## config.mk

```make
export PLATFORM = sky130hd
export DESIGN_NAME = handheld_sound_channel_unit
export DESIGN_NICKNAME = d
export VERILOG_FILES = /design/src/rtl/hsc_pkg.sv /design/src/rtl/handheld_sound_channel_unit.sv
export SDC_FILE = /design/constraint.sdc
export NUM_CORES = 1
export LEC_CHECK = 0
export ABC_AREA = 1
export BUFFER_PORTS_ARGS = -buffer_cell sky130_fd_sc_hd__buf_2
export CAP_MARGIN = 20
export CORE_MARGIN = 4
export CORE_UTILIZATION = 25
export DETAILED_ROUTE_END_ITERATION = 8
export PLACE_DENSITY = 0.45
export SLEW_MARGIN = 20
export SYNTH_ARGS = -nofsm -noshare
export SYNTH_HDL_FRONTEND = slang
export SYNTH_SLANG_ARGS = --single-unit
```

## constraint.sdc

```tcl
create_clock -name clk -period 4.1 [get_ports clk]
set_input_delay 0.615 -clock clk [delete_from_list [all_inputs] [get_ports clk]]
set_output_delay 0.615 -clock clk [all_outputs]
set_load 0.03 [all_outputs]
```

## src/rtl/hsc_pkg.sv

```systemverilog
// ----------------------------------------------------------------------------
// hsc_pkg: shared definitions for the handheld sound channel unit
// Bus function codes, register addresses, reset seeds and result type.
// ----------------------------------------------------------------------------
`default_nettype none

package hsc_pkg;

  // Default parameter values
  localparam int TICK_DIVIDE_DEF = 16;
  localparam int WAVE_STEPS_DEF  = 32;

  // Bus function codes
  localparam logic [1:0] FUNC_TICK  = 2'd0;
  localparam logic [1:0] FUNC_WRITE = 2'd1;
  localparam logic [1:0] FUNC_READ  = 2'd2;

  // I/O register addresses (low byte)
  localparam logic [7:0] CTRL_BASE = 8'h10;
  localparam logic [7:0] A_NR11    = 8'h11;
  localparam logic [7:0] A_NR13    = 8'h13;
  localparam logic [7:0] A_NR14    = 8'h14;
  localparam logic [7:0] A_NR21    = 8'h16;
  localparam logic [7:0] A_NR23    = 8'h18;
  localparam logic [7:0] A_NR24    = 8'h19;
  localparam logic [7:0] A_NR33    = 8'h1D;
  localparam logic [7:0] A_NR34    = 8'h1E;
  localparam logic [7:0] A_NR41    = 8'h20;
  localparam logic [7:0] A_NR43    = 8'h22;
  localparam logic [7:0] A_NR44    = 8'h23;

  // Address high nibbles of the register window
  localparam logic [3:0] PAGE_CTRL_LO = 4'h1;
  localparam logic [3:0] PAGE_CTRL_HI = 4'h2;
  localparam logic [3:0] PAGE_WAVE    = 4'h3;

  localparam logic [10:0] PERIOD_FLIP = 11'h7FF;
  localparam logic [15:0] NOISE_SEED  = 16'hEA31;
  localparam logic [7:0]  READ_VALUE  = 8'hFF;

  typedef struct packed {
    logic [7:0] read_data;
    logic       is_sample;
    logic       pulse_one_level;
    logic       pulse_two_level;
    logic [3:0] wave_level;
    logic       noise_level;
  } result_t;

  typedef struct packed {
    logic        inverted;
    logic [10:0] threshold;
  } pulse_shape_t;

  // Duty code to compare threshold and polarity
  function automatic pulse_shape_t pulse_shape(input logic [1:0] duty,
                                               input logic [10:0] period);
    pulse_shape_t s;
    unique case (duty)
      2'd0: begin
        s.threshold = period >> 3;
        s.inverted  = 1'b0;
      end
      2'd1: begin
        s.threshold = period >> 2;
        s.inverted  = 1'b0;
      end
      2'd2: begin
        s.threshold = period >> 1;
        s.inverted  = 1'b0;
      end
      default: begin
        s.threshold = period >> 2;
        s.inverted  = 1'b1;
      end
    endcase
    return s;
  endfunction

endpackage

`default_nettype wire

```

## src/rtl/handheld_sound_channel_unit.sv

```systemverilog
// ----------------------------------------------------------------------------
// handheld_sound_channel_unit: pulse, wave and noise sound channels
// A request's result is registered into the output register, or into the skid
// register while the output stalls.
// Throughput: one request per cycle. A skid register takes one more result
// while the output stalls; further requests then wait until it drains.
// Reset (synchronous, rst high): channel state and register window clear,
// the noise shifter loads its seed, no result is pending.
// ----------------------------------------------------------------------------
`default_nettype none

module handheld_sound_channel_unit #(
  parameter int TICK_DIVIDE = hsc_pkg::TICK_DIVIDE_DEF,
  parameter int WAVE_STEPS  = hsc_pkg::WAVE_STEPS_DEF
) (
  input  wire logic       clk,
  input  wire logic       rst,
  // request channel
  input  wire logic       in_valid,
  output logic            in_ready,
  input  wire logic [1:0] func,
  input  wire logic [7:0] address,
  input  wire logic [7:0] write_data,
  // result channel
  output logic            out_valid,
  input  wire logic       out_ready,
  output logic [7:0]      read_data,
  output logic            is_sample,
  output logic            pulse_one_level,
  output logic            pulse_two_level,
  output logic [3:0]      wave_level,
  output logic            noise_level
);

  localparam int DIV_W = (TICK_DIVIDE > 1) ? $clog2(TICK_DIVIDE) : 1;
  localparam int POS_W = $clog2(WAVE_STEPS);

  localparam logic [4:0] IDX_NR11 = 5'(hsc_pkg::A_NR11 - hsc_pkg::CTRL_BASE);
  localparam logic [4:0] IDX_NR13 = 5'(hsc_pkg::A_NR13 - hsc_pkg::CTRL_BASE);
  localparam logic [4:0] IDX_NR21 = 5'(hsc_pkg::A_NR21 - hsc_pkg::CTRL_BASE);
  localparam logic [4:0] IDX_NR23 = 5'(hsc_pkg::A_NR23 - hsc_pkg::CTRL_BASE);
  localparam logic [4:0] IDX_NR33 = 5'(hsc_pkg::A_NR33 - hsc_pkg::CTRL_BASE);
  localparam logic [4:0] IDX_NR41 = 5'(hsc_pkg::A_NR41 - hsc_pkg::CTRL_BASE);
  localparam logic [4:0] IDX_NR43 = 5'(hsc_pkg::A_NR43 - hsc_pkg::CTRL_BASE);

  // --------------------------------------------------------------------------
  // Register window: 0x10..0x2F control bytes, 0x30..0x3F wave RAM.
  // Control bytes are read only at fixed places; wave RAM at one pointer.
  // --------------------------------------------------------------------------
  logic [7:0] ctrl_regs [32];
  logic [7:0] wave_ram  [16];

  // Tick prescaler
  logic [DIV_W-1:0] tick_divider, tick_divider_next;

  // Pulse channels
  logic [10:0] pulse_period    [2];
  logic [10:0] pulse_count     [2];
  logic [10:0] pulse_threshold [2];
  logic        pulse_inverted  [2];
  logic        pulse_bit       [2];
  logic        pulse_enabled   [2];
  logic [10:0] pulse_period_next    [2];
  logic [10:0] pulse_count_next     [2];
  logic [10:0] pulse_threshold_next [2];
  logic        pulse_inverted_next  [2];
  logic        pulse_bit_next       [2];
  logic        pulse_enabled_next   [2];

  // Wave channel
  logic [10:0]      wave_period,   wave_period_next;
  logic [10:0]      wave_count,    wave_count_next;
  logic [POS_W-1:0] wave_position, wave_position_next;
  logic [3:0]       wave_sample,   wave_sample_next;
  logic             wave_enabled,  wave_enabled_next;

  // Noise channel
  logic [19:0] noise_period,    noise_period_next;
  logic [19:0] noise_count,     noise_count_next;
  logic [15:0] noise_shifter,   noise_shifter_next;
  logic        noise_bit,       noise_bit_next;
  logic        noise_enabled,   noise_enabled_next;
  logic [15:0] noise_remaining, noise_remaining_next;

  // Output register plus skid register
  hsc_pkg::result_t res_c, out_res, skid_res;
  logic             res_valid_c;
  logic             skid_valid;
  logic             accept;

  // --------------------------------------------------------------------------
  // Handshake: the skid register absorbs one result while the output stalls,
  // so a request is refused only while the skid register is full.
  // --------------------------------------------------------------------------
  assign in_ready = !skid_valid;
  assign accept   = in_valid && in_ready;

  // Per-channel sources read from the window, and per-channel trigger addresses
  logic [7:0] pulse_duty_reg [2];
  logic [7:0] pulse_lo_reg   [2];
  logic [7:0] trig_addr      [2];

  assign pulse_duty_reg[0] = ctrl_regs[IDX_NR11];
  assign pulse_duty_reg[1] = ctrl_regs[IDX_NR21];
  assign pulse_lo_reg[0]   = ctrl_regs[IDX_NR13];
  assign pulse_lo_reg[1]   = ctrl_regs[IDX_NR23];
  assign trig_addr[0]      = hsc_pkg::A_NR14;
  assign trig_addr[1]      = hsc_pkg::A_NR24;

  // Window decode
  logic       in_ctrl, in_wave;
  logic [4:0] ctrl_idx;

  assign in_ctrl  = (address[7:4] == hsc_pkg::PAGE_CTRL_LO) ||
                    (address[7:4] == hsc_pkg::PAGE_CTRL_HI);
  assign in_wave  = (address[7:4] == hsc_pkg::PAGE_WAVE);
  assign ctrl_idx = 5'(address - hsc_pkg::CTRL_BASE);

  // Wave pointer step and RAM fetch
  logic [POS_W-1:0] wave_pos_inc;
  logic [6:0]       wave_pos_wide;
  logic [7:0]       wave_byte;

  assign wave_pos_inc  = (wave_position == POS_W'(WAVE_STEPS - 1)) ? '0
                                                                   : wave_position + 1'b1;
  assign wave_pos_wide = 7'(wave_pos_inc);
  assign wave_byte     = wave_ram[wave_pos_wide[4:1]];

  // Noise trigger values and shifter feedback
  logic [3:0]  noise_base;
  logic [4:0]  noise_shift;
  logic [15:0] noise_fb;

  assign noise_base  = {1'b0, ctrl_regs[IDX_NR43][2:0]} + 4'd1;
  assign noise_shift = {1'b0, ctrl_regs[IDX_NR43][7:4]} + 5'd1;
  assign noise_fb    = {noise_shifter[14:0],
                        noise_shifter[2] ^ noise_shifter[6] ^
                        noise_shifter[10] ^ noise_shifter[12]};

  logic tick_fire;
  assign tick_fire = (tick_divider == DIV_W'(TICK_DIVIDE - 1));

  // --------------------------------------------------------------------------
  // Next-state logic for one request
  // --------------------------------------------------------------------------
  always_comb begin
    hsc_pkg::pulse_shape_t shape;
    logic [10:0]           pper;
    logic [10:0]           pdec;
    logic [10:0]           wdec;
    logic [19:0]           ndec;

    shape = '0;
    pper  = '0;
    pdec  = '0;
    wdec  = '0;
    ndec  = '0;

    tick_divider_next = tick_divider;
    for (int c = 0; c < 2; c++) begin
      pulse_period_next[c]    = pulse_period[c];
      pulse_count_next[c]     = pulse_count[c];
      pulse_threshold_next[c] = pulse_threshold[c];
      pulse_inverted_next[c]  = pulse_inverted[c];
      pulse_bit_next[c]       = pulse_bit[c];
      pulse_enabled_next[c]   = pulse_enabled[c];
    end
    wave_period_next     = wave_period;
    wave_count_next      = wave_count;
    wave_position_next   = wave_position;
    wave_sample_next     = wave_sample;
    wave_enabled_next    = wave_enabled;
    noise_period_next    = noise_period;
    noise_count_next     = noise_count;
    noise_shifter_next   = noise_shifter;
    noise_bit_next       = noise_bit;
    noise_enabled_next   = noise_enabled;
    noise_remaining_next = noise_remaining;

    res_valid_c = 1'b0;
    res_c       = '0;

    unique case (func)
      hsc_pkg::FUNC_WRITE: begin
        // Pulse triggers: period high bits come from the byte being written
        for (int c = 0; c < 2; c++) begin
          if (address == trig_addr[c] && write_data[7]) begin
            pper  = {write_data[2:0], pulse_lo_reg[c]} ^ hsc_pkg::PERIOD_FLIP;
            shape = hsc_pkg::pulse_shape(pulse_duty_reg[c][7:6], pper);
            pulse_enabled_next[c]   = 1'b1;
            pulse_period_next[c]    = pper;
            pulse_count_next[c]     = pper;
            pulse_threshold_next[c] = shape.threshold;
            pulse_inverted_next[c]  = shape.inverted;
            pulse_bit_next[c]       = shape.inverted;
          end
        end

        if (address == hsc_pkg::A_NR34 && write_data[7]) begin
          wave_period_next   = {write_data[2:0], ctrl_regs[IDX_NR33]} ^
                               hsc_pkg::PERIOD_FLIP;
          wave_count_next    = wave_period_next;
          wave_position_next = '0;
          wave_sample_next   = '0;
          wave_enabled_next  = 1'b1;
        end

        if (address == hsc_pkg::A_NR44) begin
          if (write_data[7]) begin
            noise_period_next    = 20'(noise_base) << noise_shift;
            noise_count_next     = noise_period_next;
            noise_bit_next       = 1'b0;
            noise_enabled_next   = 1'b1;
            // length limit only when bit 6 is set
            noise_remaining_next = write_data[6] ? {~ctrl_regs[IDX_NR41][5:0], 10'd0}
                                                 : 16'd0;
          end else begin
            noise_enabled_next = 1'b0;
          end
        end
      end

      hsc_pkg::FUNC_READ: begin
        res_valid_c     = 1'b1;
        res_c.read_data = hsc_pkg::READ_VALUE;
      end

      hsc_pkg::FUNC_TICK: begin
        tick_divider_next = tick_fire ? '0 : tick_divider + 1'b1;
        if (tick_fire) begin
          // pulse: threshold match wins over the zero reload
          for (int c = 0; c < 2; c++) begin
            if (pulse_enabled[c]) begin
              pdec = pulse_count[c] - 11'd1;
              pulse_count_next[c] = pdec;
              if (pdec == pulse_threshold[c]) begin
                pulse_bit_next[c] = !pulse_inverted[c];
              end else if (pdec == 11'd0) begin
                shape = hsc_pkg::pulse_shape(pulse_duty_reg[c][7:6], pulse_period[c]);
                pulse_count_next[c]     = pulse_period[c];
                pulse_threshold_next[c] = shape.threshold;
                pulse_inverted_next[c]  = shape.inverted;
                pulse_bit_next[c]       = shape.inverted;
              end
            end
          end

          if (wave_enabled) begin
            wdec = wave_count - 11'd1;
            wave_count_next = wdec;
            if (wdec == 11'd0) begin
              wave_position_next = wave_pos_inc;
              // even pointer takes the high nibble
              wave_sample_next   = wave_pos_inc[0] ? wave_byte[3:0] : wave_byte[7:4];
              wave_count_next    = wave_period;
            end
          end

          if (noise_enabled) begin
            ndec = noise_count - 20'd1;
            noise_count_next = ndec;
            if (ndec == 20'd0) begin
              noise_bit_next     = noise_shifter[15];
              noise_shifter_next = noise_fb;
              noise_count_next   = noise_period;
            end
            if (noise_remaining != 16'd0) begin
              noise_remaining_next = noise_remaining - 16'd1;
              if (noise_remaining == 16'd1) begin
                noise_enabled_next = 1'b0;
                noise_bit_next     = 1'b0;
              end
            end
          end

          res_valid_c           = 1'b1;
          res_c.is_sample       = 1'b1;
          res_c.pulse_one_level = pulse_bit_next[0];
          res_c.pulse_two_level = pulse_bit_next[1];
          res_c.wave_level      = wave_sample_next;
          res_c.noise_level     = noise_bit_next;
        end
      end

      default: begin
        // unused code: no effect
      end
    endcase
  end

  // --------------------------------------------------------------------------
  // State registers
  // --------------------------------------------------------------------------
  always_ff @(posedge clk) begin
    if (rst) begin
      for (int i = 0; i < 32; i++) ctrl_regs[i] <= '0;
      for (int i = 0; i < 16; i++) wave_ram[i] <= '0;
      tick_divider <= '0;
      for (int c = 0; c < 2; c++) begin
        pulse_period[c]    <= '0;
        pulse_count[c]     <= '0;
        pulse_threshold[c] <= '0;
        pulse_inverted[c]  <= 1'b0;
        pulse_bit[c]       <= 1'b0;
        pulse_enabled[c]   <= 1'b0;
      end
      wave_period     <= '0;
      wave_count      <= '0;
      wave_position   <= '0;
      wave_sample     <= '0;
      wave_enabled    <= 1'b0;
      noise_period    <= '0;
      noise_count     <= '0;
      noise_shifter   <= hsc_pkg::NOISE_SEED;
      noise_bit       <= 1'b0;
      noise_enabled   <= 1'b0;
      noise_remaining <= '0;
    end else if (accept) begin
      if (func == hsc_pkg::FUNC_WRITE && in_ctrl) ctrl_regs[ctrl_idx] <= write_data;
      if (func == hsc_pkg::FUNC_WRITE && in_wave) wave_ram[address[3:0]] <= write_data;
      tick_divider <= tick_divider_next;
      for (int c = 0; c < 2; c++) begin
        pulse_period[c]    <= pulse_period_next[c];
        pulse_count[c]     <= pulse_count_next[c];
        pulse_threshold[c] <= pulse_threshold_next[c];
        pulse_inverted[c]  <= pulse_inverted_next[c];
        pulse_bit[c]       <= pulse_bit_next[c];
        pulse_enabled[c]   <= pulse_enabled_next[c];
      end
      wave_period     <= wave_period_next;
      wave_count      <= wave_count_next;
      wave_position   <= wave_position_next;
      wave_sample     <= wave_sample_next;
      wave_enabled    <= wave_enabled_next;
      noise_period    <= noise_period_next;
      noise_count     <= noise_count_next;
      noise_shifter   <= noise_shifter_next;
      noise_bit       <= noise_bit_next;
      noise_enabled   <= noise_enabled_next;
      noise_remaining <= noise_remaining_next;
    end
  end

  // --------------------------------------------------------------------------
  // Result register with skid
  // --------------------------------------------------------------------------
  always_ff @(posedge clk) begin
    if (rst) begin
      out_valid  <= 1'b0;
      skid_valid <= 1'b0;
    end else if (!out_valid || out_ready) begin
      if (skid_valid) begin
        out_valid  <= 1'b1;
        skid_valid <= 1'b0;
      end else begin
        out_valid <= accept && res_valid_c;
      end
    end else if (accept && res_valid_c) begin
      skid_valid <= 1'b1;
    end
  end

  always_ff @(posedge clk) begin
    if (!out_valid || out_ready) begin
      out_res <= skid_valid ? skid_res : res_c;
    end else if (accept && res_valid_c) begin
      skid_res <= res_c;
    end
  end

  assign read_data       = out_res.read_data;
  assign is_sample       = out_res.is_sample;
  assign pulse_one_level = out_res.pulse_one_level;
  assign pulse_two_level = out_res.pulse_two_level;
  assign wave_level      = out_res.wave_level;
  assign noise_level     = out_res.noise_level;

endmodule

`default_nettype wire
```

==> out/results.tsv <==
metric	value	unit
cts_root_buffer	clkbuf_16	
critical_path_class	flop to flop	
ys_warn_count	0	
relSlewSlack	28.2	%
register_area	9960	sq um
wl_met3	2070	um
htreeDepth	2	
final.setup.tns	0	ps
final-setup-viol-count	0	
critPathCaptureType	flop	
grt_max_degree	80	
dp_hpwl	39200	um
synth.top_cell.area_share	39.4	%
synth_nets	2414	
grt_pass1_vias	15400	
drt-wirelength-per-cell	16.0	um
core-area	77600	sq um
clock_latency	560	ps
wl_met2	26200	um
async_reset_ff_share	0	%
syn_avg_cell_area	8.24	sq um
diodes	0	
min_period	3260	ps
tightest_slew	1080	ps
vias_per_cell	4.56	
initial_utilization	25.2	%
fin_crit_sh	79.5	%
clockBufferDepth	3	
gr-usage-all-layers	13.1	%
drc	0	
synth-compound-area-share	11.8	%
cp_slowest_stage_delay	420	ps
cts.clk_slew.worst_paths	60	ps
die_w	288	um
crit_chain	inv_2 -> nand2_1 -> nor2_1 -> inv_1 -> nor2_2 -> inv_2 -> nor4_4 -> inv_2 -> nor2_1 -> nand2_1 -> nand2_1	
dieArea	82800	sq um
fin_worst_skew	16.9	ps
io_pins	40	
synth.distinct_cells	54	
synthXorXnorAreaFrac	1.56	%
synth-seq-cells	369	
hold_path_class	primary input to flop	
outcome	finished clean	
synth_area_leaders	edfxtp_1 (39%), dfxtp_1 (11%), nand2_1 (9.2%)	
cts_setup_buffers	0	
hold_slack	327	ps
drive_gt1_share	10.0	%
syn_inst	2377	
clock_sinks	369	
critPathMaxFanout	11	
wl_met1	25600	um
ctsResizeCount	0	
power_density	401	nW/um^2
drt_iter0_drc	1131	
drtAntennaViolNets	0	
synth_top_family_by_area	simple AND/OR/NAND/NOR gates	
port_buffers	39	
synth-seq-area-share	50.9	%
grt_overflow	0	
filler_cell_count	8429	
drv_slew	0	
dieHeight	288	um
cp.required	4330	ps
cts_made_buffers	41	
topRoutingLayerUsed	met5	
wl	55300	um
fmax	307	MHz
cts_tree	yes	
syn_area	19600	sq um
hold_violations	0	
yosysTopAreaCell	edfxtp_1	
antenna_found_initial	1	
synth_fa_ha_area_share	0.959	%
cpMaxStageDelayCell	nor2_1	
ctsHoldBuffers	0	
nNetsFinal	2426	
worst_setup_path_start_kind	flop	
firstDrtPassIters	6	
ir_drop	0.298	mV
yosys.area_share.simple	24.1	%
synthMuxAreaShare	3.48	%
rows	102	
cp_data_arrival_time	3480	ps
gp_congestion	0.805	
layout_common_cells	nand2_1 (481), nor2_1 (424), edfxtp_1 (257)	
area_delta_synth_final	13.6	%
drv_cap	0	
vias	15800	
multi_input_area	8210	sq um
grt_pass1_wl	86400	um
synth_edf_count	257	
final_common_cell	nand2_1	
leakagePower	9.04	nW
rsz0062_at_grt	false	
ys.flop_type	edfxtp_1	
-- final timing paths --
check	from	endpoint	slack, ps	cells past startpoint
min	write_data[2]	wave_period[10]	330	2
min reg2reg	noise_shifter[3]	noise_shifter[3]	450	2
max reg2reg	skid_valid	wave_ram[7][7]	840	11
max	skid_valid	wave_ram[7][7]	840	11
-- through the flow --
stage / setup WS [ps] / power (mW) / utilization [%] / cells / cell area [sq um]
floorplan: 776 / 5.01 / - / 2377 / 19600
global placement: 670 / 5.32 / 26.9 / 3385 / 20900
detailed placement: 661 / 5.33 / 26.9 / 3386 / 20900
CTS: 810 / 9.03 / 28.6 / 3461 / 22200
global route: 620 / 9.33 / 28.6 / 3461 / 22200
finish: 842 / 8.91 / 28.6 / 3461 / 22200
-- synthesized netlist by cell type (9+ instances only) --
cell type / count
ha_1: 15
o22ai_1: 10
inv_1: 249
mux2i_1: 32
dfxtp_1: 112
clkbuf_1: 61
o221ai_1: 9
buf_2: 17
nand3_1: 120
inv_2: 10
nor2_1: 424
o21ai_0: 171
o211ai_1: 27
o21ai_1: 14
xor2_1: 15
nor2_2: 18
a21oi_1: 155
nand4_1: 24
edfxtp_1: 257
nand2_1: 481
mux2_2: 32
xnor2_1: 18
-- layout make-up --
cell class	count	area share (%)
flip-flops and latches	369	44.8
multi-input cells	1649	36.9
well taps	1040	5.85
clock buffers	61	5.35
inverters	262	4.42
repair buffers	66	2.05
clock inverters	14	0.597
-- layer usage --
layer / GRT usage, % / up-vias
met5: 0 / -
met4: 3.78 / 2
met3: 1.62 / 86
met2: 22.0 / 299
met1: 17.6 / 7477
li1: - / 7909
-- sequential cells by signal, indices dropped and copies added (netlist names), 2 cells and up --
signal / cells
ctrl_regs: 41
noise_count: 20
noise_period: 20
noise_remaining: 16
noise_shifter: 16
pulse_bit: 2
pulse_count: 22
pulse_enabled: 2
pulse_inverted: 2
pulse_period: 22
pulse_threshold: 20
skid_res: 9
tick_divider: 4
wave_count: 11
wave_level: 4
wave_period: 11
wave_position: 5
wave_ram: 128
wave_sample: 4
-- critical path, delay by kind of cell (launching register included) --
| family | cells | cell delay, ps |
|---|---|---|
| AND/OR/NAND/NOR | 7 | 2060 |
| buffers and inverters | 4 | 450 |
| flip-flops | 1 | 410 |
-- cell families after synthesis --
logic type / after synthesis
flops: 369
fa+ha+maj: 15
compound gates: 416
mux: 64
simple gates: 1120
xor+xnor: 34
buf+inv: 359
-- power by group --
part	switching [mW]	total, mW	internal (mW)
clock network	1.52	3.66	2.14
logic	0.729	1.04	0.306
registers	0.0875	4.21	4.13
total	2.33	8.91	6.57
(Power assumes the default switching activity.)
